--- config.mk ---
export PLATFORM = sky130hd
export DESIGN_NAME = json_token_lexer_unit
export DESIGN_NICKNAME = d
export VERILOG_FILES = /design/src/rtl/core/jtl_pkg.sv /design/src/rtl/core/json_token_lexer_unit.sv
export SDC_FILE = /design/constraint.sdc
export NUM_CORES = 1
export LEC_CHECK = 0
export ABC_AREA = 0
export ABC_CLOCK_PERIOD_IN_PS = 4200
export BUFFER_PORTS_ARGS = -buffer_cell sky130_fd_sc_hd__buf_4
export CAP_MARGIN = 15
export CORE_MARGIN = 3
export CORE_UTILIZATION = 30
export DETAILED_ROUTE_END_ITERATION = 7
export HOLD_SLACK_MARGIN = 0.05
export SYNTH_ARGS = -nofsm -noshare
export SYNTH_HDL_FRONTEND = slang
export SYNTH_SLANG_ARGS = --single-unit
--- constraint.sdc ---
create_clock -name clock -period 4.2 [get_ports clock]
set_input_delay 0.84 -clock clock [delete_from_list [all_inputs] [get_ports clock]]
set_output_delay 0.84 -clock clock [all_outputs]
set_load 0.02 [all_outputs]
--- src/rtl/core/jtl_pkg.sv ---
// Types, codes and character constants of the JSON token lexer.
// No dependencies; used by the lexer top level and its checker.
`default_nettype none

package jtl_pkg;

   typedef struct packed {
      logic [3:0] kind;
      logic [7:0] char_value;
      logic       char_valid;
      logic       token_end;
      logic [1:0] constant_id;
      logic [2:0] error_code;
      logic       last_of_run;
   } result_type;

   localparam logic [3:0] KIND_BEGIN_OBJ = 4'd0;
   localparam logic [3:0] KIND_BEGIN_ARR = 4'd1;
   localparam logic [3:0] KIND_STRING    = 4'd2;
   localparam logic [3:0] KIND_COLON     = 4'd3;
   localparam logic [3:0] KIND_COMMA     = 4'd4;
   localparam logic [3:0] KIND_NUMBER    = 4'd5;
   localparam logic [3:0] KIND_CONSTANT  = 4'd6;
   localparam logic [3:0] KIND_END_OBJ   = 4'd7;
   localparam logic [3:0] KIND_END_ARR   = 4'd8;
   localparam logic [3:0] KIND_END       = 4'd9;

   localparam logic [2:0] ERR_NONE      = 3'd0;
   localparam logic [2:0] ERR_NEWLINE   = 3'd1;
   localparam logic [2:0] ERR_BAD_CONST = 3'd2;
   localparam logic [2:0] ERR_UNKNOWN   = 3'd3;
   localparam logic [2:0] ERR_MID_TOKEN = 3'd4;

   localparam logic [1:0] CONST_TRUE  = 2'd0;
   localparam logic [1:0] CONST_NULL  = 2'd1;
   localparam logic [1:0] CONST_FALSE = 2'd2;

   localparam logic [7:0] CH_LBRACE = 8'h7B;
   localparam logic [7:0] CH_RBRACE = 8'h7D;
   localparam logic [7:0] CH_LBRACK = 8'h5B;
   localparam logic [7:0] CH_RBRACK = 8'h5D;
   localparam logic [7:0] CH_COLON  = 8'h3A;
   localparam logic [7:0] CH_COMMA  = 8'h2C;
   localparam logic [7:0] CH_QUOTE  = 8'h22;
   localparam logic [7:0] CH_SPACE  = 8'h20;
   localparam logic [7:0] CH_LF     = 8'h0A;
   localparam logic [7:0] CH_TAB    = 8'h09;
   localparam logic [7:0] CH_CR     = 8'h0D;
   localparam logic [7:0] CH_ZERO   = 8'h30;
   localparam logic [7:0] CH_NINE   = 8'h39;
   localparam logic [7:0] CH_DOT    = 8'h2E;
   localparam logic [7:0] CH_MINUS  = 8'h2D;
   localparam logic [7:0] CH_LOW_A  = 8'h61;
   localparam logic [7:0] CH_LOW_E  = 8'h65;
   localparam logic [7:0] CH_LOW_F  = 8'h66;
   localparam logic [7:0] CH_LOW_L  = 8'h6C;
   localparam logic [7:0] CH_LOW_N  = 8'h6E;
   localparam logic [7:0] CH_LOW_R  = 8'h72;
   localparam logic [7:0] CH_LOW_S  = 8'h73;
   localparam logic [7:0] CH_LOW_T  = 8'h74;
   localparam logic [7:0] CH_LOW_U  = 8'h75;

   // Expected byte of a constant at a position; rows three and two both spell false.
   function automatic logic [7:0] const_char(input logic [1:0] row, input logic [2:0] pos);
      logic [7:0] ch;
      ch = 8'h00;
      case (row)
         CONST_TRUE: begin
            case (pos)
               3'd0: ch = CH_LOW_T;
               3'd1: ch = CH_LOW_R;
               3'd2: ch = CH_LOW_U;
               3'd3: ch = CH_LOW_E;
               default: ch = 8'h00;
            endcase
         end
         CONST_NULL: begin
            case (pos)
               3'd0: ch = CH_LOW_N;
               3'd1: ch = CH_LOW_U;
               3'd2: ch = CH_LOW_L;
               3'd3: ch = CH_LOW_L;
               default: ch = 8'h00;
            endcase
         end
         default: begin
            case (pos)
               3'd0: ch = CH_LOW_F;
               3'd1: ch = CH_LOW_A;
               3'd2: ch = CH_LOW_L;
               3'd3: ch = CH_LOW_S;
               3'd4: ch = CH_LOW_E;
               default: ch = 8'h00;
            endcase
         end
      endcase
      return ch;
   endfunction

   function automatic result_type make_result(input logic [3:0] kind, input logic [7:0] ch,
                                              input logic cv, input logic te,
                                              input logic [1:0] cid, input logic [2:0] err);
      result_type r;
      r.kind        = kind;
      r.char_value  = cv ? ch : 8'h00;
      r.char_valid  = cv;
      r.token_end   = te;
      r.constant_id = cid;
      r.error_code  = err;
      r.last_of_run = 1'b0;
      return r;
   endfunction

endpackage

`default_nettype wire

--- src/rtl/core/json_token_lexer_unit.sv ---
// JSON token lexer top level: byte decode, lexer state and result queue.
// Depends on jtl_pkg for result type, codes and character constants.
//
// Usage: one byte enters per req beat (req_data_byte, req_end_marker) when
// req_valid is high and req_stall is low. Each byte yields zero, one or two
// results on the rsp channel, each result one beat; rsp_last_of_run marks the
// last result of a byte. A byte is decoded in the cycle it is accepted and its
// results sit in a four-entry result queue and reach rsp from its registered
// entries. Throughput is one byte per cycle while req_stall is low; a byte
// with two results (a number closed by a token, or end of input after a
// number) fills two queue entries, each drained on its own rsp beat.
// req_stall is driven from the queue fill level alone and rises when fewer
// than two free entries remain, so a stalled rsp side backs up into req_stall
// without loss. Synchronous reset empties the queue and returns the lexer to
// the idle state between tokens with no error latched; the end marker does
// the same to the lexer state after giving its end result.
`default_nettype none

module json_token_lexer_unit (
   input  wire logic       clock,
   input  wire logic       reset,
   input  wire logic       req_valid,
   output logic            req_stall,
   input  wire logic [7:0] req_data_byte,
   input  wire logic       req_end_marker,
   output logic            rsp_valid,
   input  wire logic       rsp_stall,
   output logic [3:0]      rsp_kind,
   output logic [7:0]      rsp_char_value,
   output logic            rsp_char_valid,
   output logic            rsp_token_end,
   output logic [1:0]      rsp_constant_id,
   output logic [2:0]      rsp_error_code,
   output logic            rsp_last_of_run
);

   typedef enum logic [1:0] {
      MODE_IDLE   = 2'd0,
      MODE_STRING = 2'd1,
      MODE_NUMBER = 2'd2,
      MODE_CONST  = 2'd3
   } mode_type;

   localparam int QueueDepth = 4;
   localparam int PtrWidth   = $clog2(QueueDepth);
   localparam int CntWidth   = $clog2(QueueDepth + 1);

   mode_type                mode_ff, mode_in;
   logic [2:0]              pos_ff, pos_in;
   logic [1:0]              exp_ff, exp_in;
   logic                    match_ff, match_in;
   logic                    err_ff, err_in;

   jtl_pkg::result_type     queue_ff [QueueDepth];
   logic [PtrWidth-1:0]     wr_ptr_ff, wr_ptr_in;
   logic [PtrWidth-1:0]     rd_ptr_ff, rd_ptr_in;
   logic [CntWidth-1:0]     count_ff, count_in;

   jtl_pkg::result_type     idle_res;
   logic                    idle_emit;
   mode_type                idle_mode;
   logic                    idle_err;
   logic                    idle_const;
   logic [1:0]              idle_exp;

   jtl_pkg::result_type     res0, res1, out0, out1;
   logic [1:0]              res_n;
   logic [1:0]              push_n;
   logic                    accept;
   logic                    pop;

   logic [7:0]              c;
   logic                    is_digit;
   logic [2:0]              const_len;
   logic [2:0]              pos_next;
   logic                    match_now;

   assign c        = req_data_byte;
   assign is_digit = (c >= jtl_pkg::CH_ZERO) && (c <= jtl_pkg::CH_NINE);

   always_comb begin
      idle_emit  = 1'b1;
      idle_mode  = MODE_IDLE;
      idle_err   = 1'b0;
      idle_const = 1'b0;
      idle_exp   = jtl_pkg::CONST_TRUE;
      idle_res   = jtl_pkg::make_result(jtl_pkg::KIND_END, c, 1'b1, 1'b1,
                                        jtl_pkg::CONST_TRUE, jtl_pkg::ERR_NONE);
      case (c)
         jtl_pkg::CH_LBRACE: idle_res.kind = jtl_pkg::KIND_BEGIN_OBJ;
         jtl_pkg::CH_LBRACK: idle_res.kind = jtl_pkg::KIND_BEGIN_ARR;
         jtl_pkg::CH_COLON:  idle_res.kind = jtl_pkg::KIND_COLON;
         jtl_pkg::CH_COMMA:  idle_res.kind = jtl_pkg::KIND_COMMA;
         jtl_pkg::CH_RBRACE: idle_res.kind = jtl_pkg::KIND_END_OBJ;
         jtl_pkg::CH_RBRACK: idle_res.kind = jtl_pkg::KIND_END_ARR;
         jtl_pkg::CH_SPACE, jtl_pkg::CH_LF, jtl_pkg::CH_TAB, jtl_pkg::CH_CR: begin
            idle_emit = 1'b0;
         end
         jtl_pkg::CH_QUOTE: begin
            idle_emit = 1'b0;
            idle_mode = MODE_STRING;
         end
         jtl_pkg::CH_LOW_T, jtl_pkg::CH_LOW_N, jtl_pkg::CH_LOW_F: begin
            idle_emit  = 1'b0;
            idle_mode  = MODE_CONST;
            idle_const = 1'b1;
            idle_exp   = (c == jtl_pkg::CH_LOW_T) ? jtl_pkg::CONST_TRUE :
                         (c == jtl_pkg::CH_LOW_N) ? jtl_pkg::CONST_NULL :
                                                    jtl_pkg::CONST_FALSE;
         end
         default: begin
            if (is_digit || c == jtl_pkg::CH_DOT) begin
               idle_mode = MODE_NUMBER;
               idle_res  = jtl_pkg::make_result(jtl_pkg::KIND_NUMBER, c, 1'b1, 1'b0,
                                                jtl_pkg::CONST_TRUE, jtl_pkg::ERR_NONE);
            end else begin
               idle_err = 1'b1;
               idle_res = jtl_pkg::make_result(jtl_pkg::KIND_END, c, 1'b0, 1'b1,
                                               jtl_pkg::CONST_TRUE, jtl_pkg::ERR_UNKNOWN);
            end
         end
      endcase
   end

   assign const_len = (exp_ff >= jtl_pkg::CONST_FALSE) ? 3'd5 : 3'd4;
   assign pos_next  = pos_ff + 3'd1;
   assign match_now = match_ff && (pos_ff < const_len) &&
                      (c == jtl_pkg::const_char(exp_ff, pos_ff));

   always_comb begin
      mode_in  = mode_ff;
      pos_in   = pos_ff;
      exp_in   = exp_ff;
      match_in = match_ff;
      err_in   = err_ff;
      res0     = jtl_pkg::make_result(jtl_pkg::KIND_END, 8'h00, 1'b0, 1'b1,
                                      jtl_pkg::CONST_TRUE, jtl_pkg::ERR_NONE);
      res1     = res0;
      res_n    = 2'd0;
      if (req_end_marker) begin
         res_n = 2'd1;
         case (mode_ff)
            MODE_NUMBER: begin
               res0  = jtl_pkg::make_result(jtl_pkg::KIND_NUMBER, 8'h00, 1'b0, 1'b1,
                                            jtl_pkg::CONST_TRUE, jtl_pkg::ERR_NONE);
               res_n = 2'd2;
            end
            MODE_STRING, MODE_CONST: begin
               res0.error_code = jtl_pkg::ERR_MID_TOKEN;
            end
            default: begin
            end
         endcase
         mode_in  = MODE_IDLE;
         pos_in   = 3'd0;
         exp_in   = jtl_pkg::CONST_TRUE;
         match_in = 1'b1;
         err_in   = 1'b0;
      end else if (!err_ff) begin
         case (mode_ff)
            MODE_STRING: begin
               res_n = 2'd1;
               if (c == jtl_pkg::CH_QUOTE) begin
                  res0    = jtl_pkg::make_result(jtl_pkg::KIND_STRING, c, 1'b0, 1'b1,
                                                 jtl_pkg::CONST_TRUE, jtl_pkg::ERR_NONE);
                  mode_in = MODE_IDLE;
               end else if (c == jtl_pkg::CH_LF) begin
                  res0.error_code = jtl_pkg::ERR_NEWLINE;
                  err_in          = 1'b1;
                  mode_in         = MODE_IDLE;
               end else begin
                  res0 = jtl_pkg::make_result(jtl_pkg::KIND_STRING, c, 1'b1, 1'b0,
                                              jtl_pkg::CONST_TRUE, jtl_pkg::ERR_NONE);
               end
            end
            MODE_NUMBER: begin
               res_n = 2'd1;
               if (is_digit || c == jtl_pkg::CH_DOT || c == jtl_pkg::CH_LOW_E ||
                   c == jtl_pkg::CH_MINUS) begin
                  res0 = jtl_pkg::make_result(jtl_pkg::KIND_NUMBER, c, 1'b1, 1'b0,
                                              jtl_pkg::CONST_TRUE, jtl_pkg::ERR_NONE);
               end else begin
                  res0    = jtl_pkg::make_result(jtl_pkg::KIND_NUMBER, c, 1'b0, 1'b1,
                                                 jtl_pkg::CONST_TRUE, jtl_pkg::ERR_NONE);
                  mode_in = idle_mode;
                  err_in  = idle_err;
                  if (idle_const) begin
                     exp_in   = idle_exp;
                     pos_in   = 3'd1;
                     match_in = 1'b1;
                  end
                  if (idle_emit) begin
                     res1  = idle_res;
                     res_n = 2'd2;
                  end
               end
            end
            MODE_CONST: begin
               if (pos_next >= const_len) begin
                  res_n   = 2'd1;
                  mode_in = MODE_IDLE;
                  if (match_now) begin
                     res0 = jtl_pkg::make_result(jtl_pkg::KIND_CONSTANT, c, 1'b0, 1'b1,
                                                 (exp_ff == 2'd3) ? jtl_pkg::CONST_FALSE
                                                                  : exp_ff,
                                                 jtl_pkg::ERR_NONE);
                  end else begin
                     res0.error_code = jtl_pkg::ERR_BAD_CONST;
                     err_in          = 1'b1;
                  end
                  pos_in   = 3'd0;
                  match_in = 1'b1;
               end else begin
                  pos_in   = pos_next;
                  match_in = match_now;
               end
            end
            default: begin
               mode_in = idle_mode;
               err_in  = idle_err;
               if (idle_const) begin
                  exp_in   = idle_exp;
                  pos_in   = 3'd1;
                  match_in = 1'b1;
               end
               if (idle_emit) begin
                  res0  = idle_res;
                  res_n = 2'd1;
               end
            end
         endcase
      end
   end

   always_comb begin
      out0 = res0;
      out1 = res1;
      out0.last_of_run = (res_n == 2'd1);
      out1.last_of_run = 1'b1;
   end

   assign req_stall = (count_ff > CntWidth'(QueueDepth - 2));
   assign accept    = req_valid && !req_stall;
   assign rsp_valid = (count_ff != '0);
   assign pop       = rsp_valid && !rsp_stall;
   assign push_n    = accept ? res_n : 2'd0;

   assign wr_ptr_in = wr_ptr_ff + PtrWidth'(push_n);
   assign rd_ptr_in = rd_ptr_ff + PtrWidth'(pop);
   assign count_in  = count_ff + CntWidth'(push_n) - CntWidth'(pop);

   always_ff @(posedge clock) begin
      if (push_n != 2'd0) begin
         queue_ff[wr_ptr_ff] <= out0;
      end
      if (push_n == 2'd2) begin
         queue_ff[wr_ptr_ff + PtrWidth'(1)] <= out1;
      end
   end

   always_ff @(posedge clock) begin
      if (reset) begin
         mode_ff   <= MODE_IDLE;
         pos_ff    <= 3'd0;
         exp_ff    <= jtl_pkg::CONST_TRUE;
         match_ff  <= 1'b1;
         err_ff    <= 1'b0;
         wr_ptr_ff <= '0;
         rd_ptr_ff <= '0;
         count_ff  <= '0;
      end else begin
         if (accept) begin
            mode_ff  <= mode_in;
            pos_ff   <= pos_in;
            exp_ff   <= exp_in;
            match_ff <= match_in;
            err_ff   <= err_in;
         end
         wr_ptr_ff <= wr_ptr_in;
         rd_ptr_ff <= rd_ptr_in;
         count_ff  <= count_in;
      end
   end

   assign rsp_kind        = queue_ff[rd_ptr_ff].kind;
   assign rsp_char_value  = queue_ff[rd_ptr_ff].char_value;
   assign rsp_char_valid  = queue_ff[rd_ptr_ff].char_valid;
   assign rsp_token_end   = queue_ff[rd_ptr_ff].token_end;
   assign rsp_constant_id = queue_ff[rd_ptr_ff].constant_id;
   assign rsp_error_code  = queue_ff[rd_ptr_ff].error_code;
   assign rsp_last_of_run = queue_ff[rd_ptr_ff].last_of_run;

endmodule

`default_nettype wire

==> flow_summary.toml <==
[drt]
firstDrtPassIters = 5
dr_total_vias = 4633
routedWlPerCell_um = 20.2
post-route-drc-count = 0
postRouteWirelength_mm = 16.2
violation_count_after_the_first_detailed_routing_iteration = 530
detail-route-antenna-nets = 0
routed_via_density = 5.76

[clock_tree]
clock_root_buffer = "sky130_fd_sc_hd__clkbuf_16"
number_of_levels_in_the_clock_h_tree = 3
postCtsSetupBuffers = 0
clkSinkCount = 96
clock_edge_transition_at_the_registers_on_the_reported_setup_and_hold_paths_ps = 70
clkLatencyLatePin_ps = 350
tritoncts = "done"
tritoncts_buffer_count = 9
cts_resized = 0
cts_hold_buffers = 0
max-clock-path-buffers = 2

[setup_path]
worst_ep_arrival_time_ps = 3810
critPathBufInv = 3
timing.critical_path.slowest_cell_delay_ps = 460
crit_family = "simple AND/OR/NAND/NOR gates"
timing.critical_path.slowest_stage_cell = "sky130_fd_sc_hd__or3b_1"
crit_path_end_kind = "register"
path_cells = "buf_4, or3b_1, a21oi_1, o21a_1, nor3_1, nor4_1, o21ai_0, ha_1, inv_1, ha_1, inv_1, fa_1, xnor2_1, xnor2_1, nor2_1"
setup.worst_path.start_class = "primary input"
critPathRequiredTime_ps = 4440
path_class = "primary input to register"
crit_path_max_fanout = 18

[power_and_ir_drop]
power.switching_mw = 0.939
power.leakage_nw = 2.26
totalPowerFinal_mw = 2.99
switching_share_pct = 31.4
seq_power_share_pct = 39.6
part_of_the_total_power_dissipated_in_the_clock_network_pct = 30.0
vdd_ir_drop_max_uv = 208
pwr_density_cell_nw_per_um2 = 460
power_frac_comb_pct = 30.4
cellInternalPower_mw = 2.05

[sta]
finalCritPeriodShare_pct = 84.9
timing.hold.ws_ps = 465
rsz0062_at_grt = "no"
min_period_ps = 3570
fmaxAchievable_mhz = 280
tightest_slew_ps = 1160
setup_tns_ps = 0
slew_headroom_pct = 22.3
final_max_slew_viol_count = 0
hold_viol = 0
final-setup-viol-count = 0
fin_skew_ps = 5.55

[layout]
most_frequent_cells_in_the_layout = "sky130_fd_sc_hd__edfxtp_1, sky130_fd_sc_hd__buf_4, sky130_fd_sc_hd__nand2_1"
finalNetCount = 596
flow.area_growth_from_synthesis_pct = 15.1
final_cell_area_sq_um = 6510
share_of_cells_above_drive_strength_1_pct = 17.6
layout_commonest_cell = "sky130_fd_sc_hd__edfxtp_1"
instances_no_fill = 804
antenna-diode-count = 0

[floorplan]
fp.coreArea_sq_um = 18300
fp-row-count = 49
die_area_sq_um = 20500
design.portCount = 35
die_width_um = 143
effective_utilization_at_floorplan_pct = 31.0
die_span_y_um = 143

[placed_design]
finalWeightedCongestion = 0.933
hpwl_mm = 12.0
portBuffers = 34
placed_area_sq_um = 6180
number_of_placed_instances_taps_included = 788

[run]
cap_viol_max_count = 0

[yosys]
synth-seq-cells = 96
synth_flop_cell = "sky130_fd_sc_hd__edfxtp_1"
synthesis.area_per_instance_sq_um = 10.4
synth.cell_area_sq_um = 5660
synthDominantCellAreaShare_pct = 34.0
sequential_share_of_the_synthesized_area_pct = 45.3
synthDistinctLibCells = 74
synthCells = 544
synth.top_cells.by_area = "sky130_fd_sc_hd__edfxtp_1, sky130_fd_sc_hd__dfxtp_1, sky130_fd_sc_hd__mux4_2, sky130_fd_sc_hd__nand2_1, sky130_fd_sc_hd__ha_1"
syn_nets = 570
synth_largest_area_cell = "sky130_fd_sc_hd__edfxtp_1"
synth-async-reset-ratio_pct = 0
synth_warnings = 0
synth-edff-count = 64

[global_route]
globalRouteTotalUtil_pct = 16.1
grt-ovfl-total = 0
grt_pass1_vias = 4560
grt_start_max_net_pins = 23
grt_first_pass_wirelength_mm = 25.4
grt_antenna_before_repair = 0

[outcome]
run_status = "finished, final reports clean"

[min_path]
worst_hold_path_type = "register to register"
## cell families after synthesis
family,Yosys count,synth area share (%)
simple gates,183,16.9
mux,34,10.5
flops,96,45.3
buf+inv,56,3.98
xor+xnor,10,1.55
compound gates,152,18.8
fa+ha+maj,13,3.01
## cells in the mapped netlist, types with 8 or more instances
cell type and count:
sky130_fd_sc_hd__dfxtp_1 32, sky130_fd_sc_hd__o21ai_0 21, sky130_fd_sc_hd__o22ai_1 24, sky130_fd_sc_hd__a21boi_1 14
sky130_fd_sc_hd__nand2_1 49, sky130_fd_sc_hd__buf_2 12, sky130_fd_sc_hd__ha_1 12, sky130_fd_sc_hd__xnor2_1 10
sky130_fd_sc_hd__mux4_2 20, sky130_fd_sc_hd__clkbuf_1 22, sky130_fd_sc_hd__nand3_1 16, sky130_fd_sc_hd__mux2i_1 12
sky130_fd_sc_hd__a21oi_1 28, sky130_fd_sc_hd__nor2b_1 8, sky130_fd_sc_hd__nor2_1 35, sky130_fd_sc_hd__nor3_1 16
sky130_fd_sc_hd__inv_1 18, sky130_fd_sc_hd__or3_1 9, sky130_fd_sc_hd__nand2b_1 10, sky130_fd_sc_hd__o21ai_1 9
sky130_fd_sc_hd__edfxtp_1 64
## flip-flops by register name (all words and copies together), names as in the netlist
name	cells
err_ff	1
pos_ff	3
count_ff	3
exp_ff	2
queue_ff	80
match_ff	1
mode_ff	2
wr_ptr_ff	2
rd_ptr_ff	2
## metrics by stage
| step | worst slack (ps) | util, % |
|---|---|---|
| 2_1_floorplan | 364 | - |
| 3_3_place_gp | 355 | 33.8 |
| 3_5_place_dp | 294 | 33.8 |
| 4_1_cts | 665 | 35.6 |
| 5_1_grt | 433 | 35.6 |
| 6_report | 632 | 35.6 |
## worst paths after layout
| kind | start | endpoint | slack [ps] | depth (start not counted) |
|---|---|---|---|---|
| worst max-delay path | req_data_byte[1] | count_ff[2] | 630 | 15 |
| worst min-delay path | queue_ff[1][0] | queue_ff[1][0] | 470 | 2 |
| worst max register to register | pos_ff[2] | count_ff[2] | 720 | 14 |
| worst min register to register | queue_ff[1][0] | queue_ff[1][0] | 470 | 2 |
## final cells by class
| class | count | area, sq um |
|---|---|---|
| timing repair buffer | 52 | 390 |
| clock buffer | 9 | 225 |
| inverter | 19 | 71.3 |
| fill | 1802 | 11800 |
| multi-input combinational | 392 | 2870 |
| sequential | 96 | 2560 |
| clock inverter | 7 | 108 |
| tap | 229 | 287 |
## tightest hold or removal path, cell delays in order (launching register included)
cell	delay, ps
sky130_fd_sc_hd__dfxtp_1	320
sky130_fd_sc_hd__inv_1	50
sky130_fd_sc_hd__a31oi_1	60
## metal layers
layer / wire, um / up-vias / GRT usage, %
met1: 6780 / 2249 / 20.4
met2: 7830 / 207 / 26.5
met3: 1130 / 40 / 4.29
met4: 484 / 0 / 5.95
li1: - / 2137 / -
met5: 0 / - / 0
## power groups by stage
stage	clock network (mW)	logic (mW)	registers (mW)
2_1_floorplan	0	0.632	1.18
3_3_place_gp	0	0.915	1.20
3_5_place_dp	0	0.923	1.21
4_1_cts	0.922	0.924	1.19
5_1_grt	0.962	0.992	1.20
6_report	0.899	0.910	1.18
(Power assumes the default switching activity.)
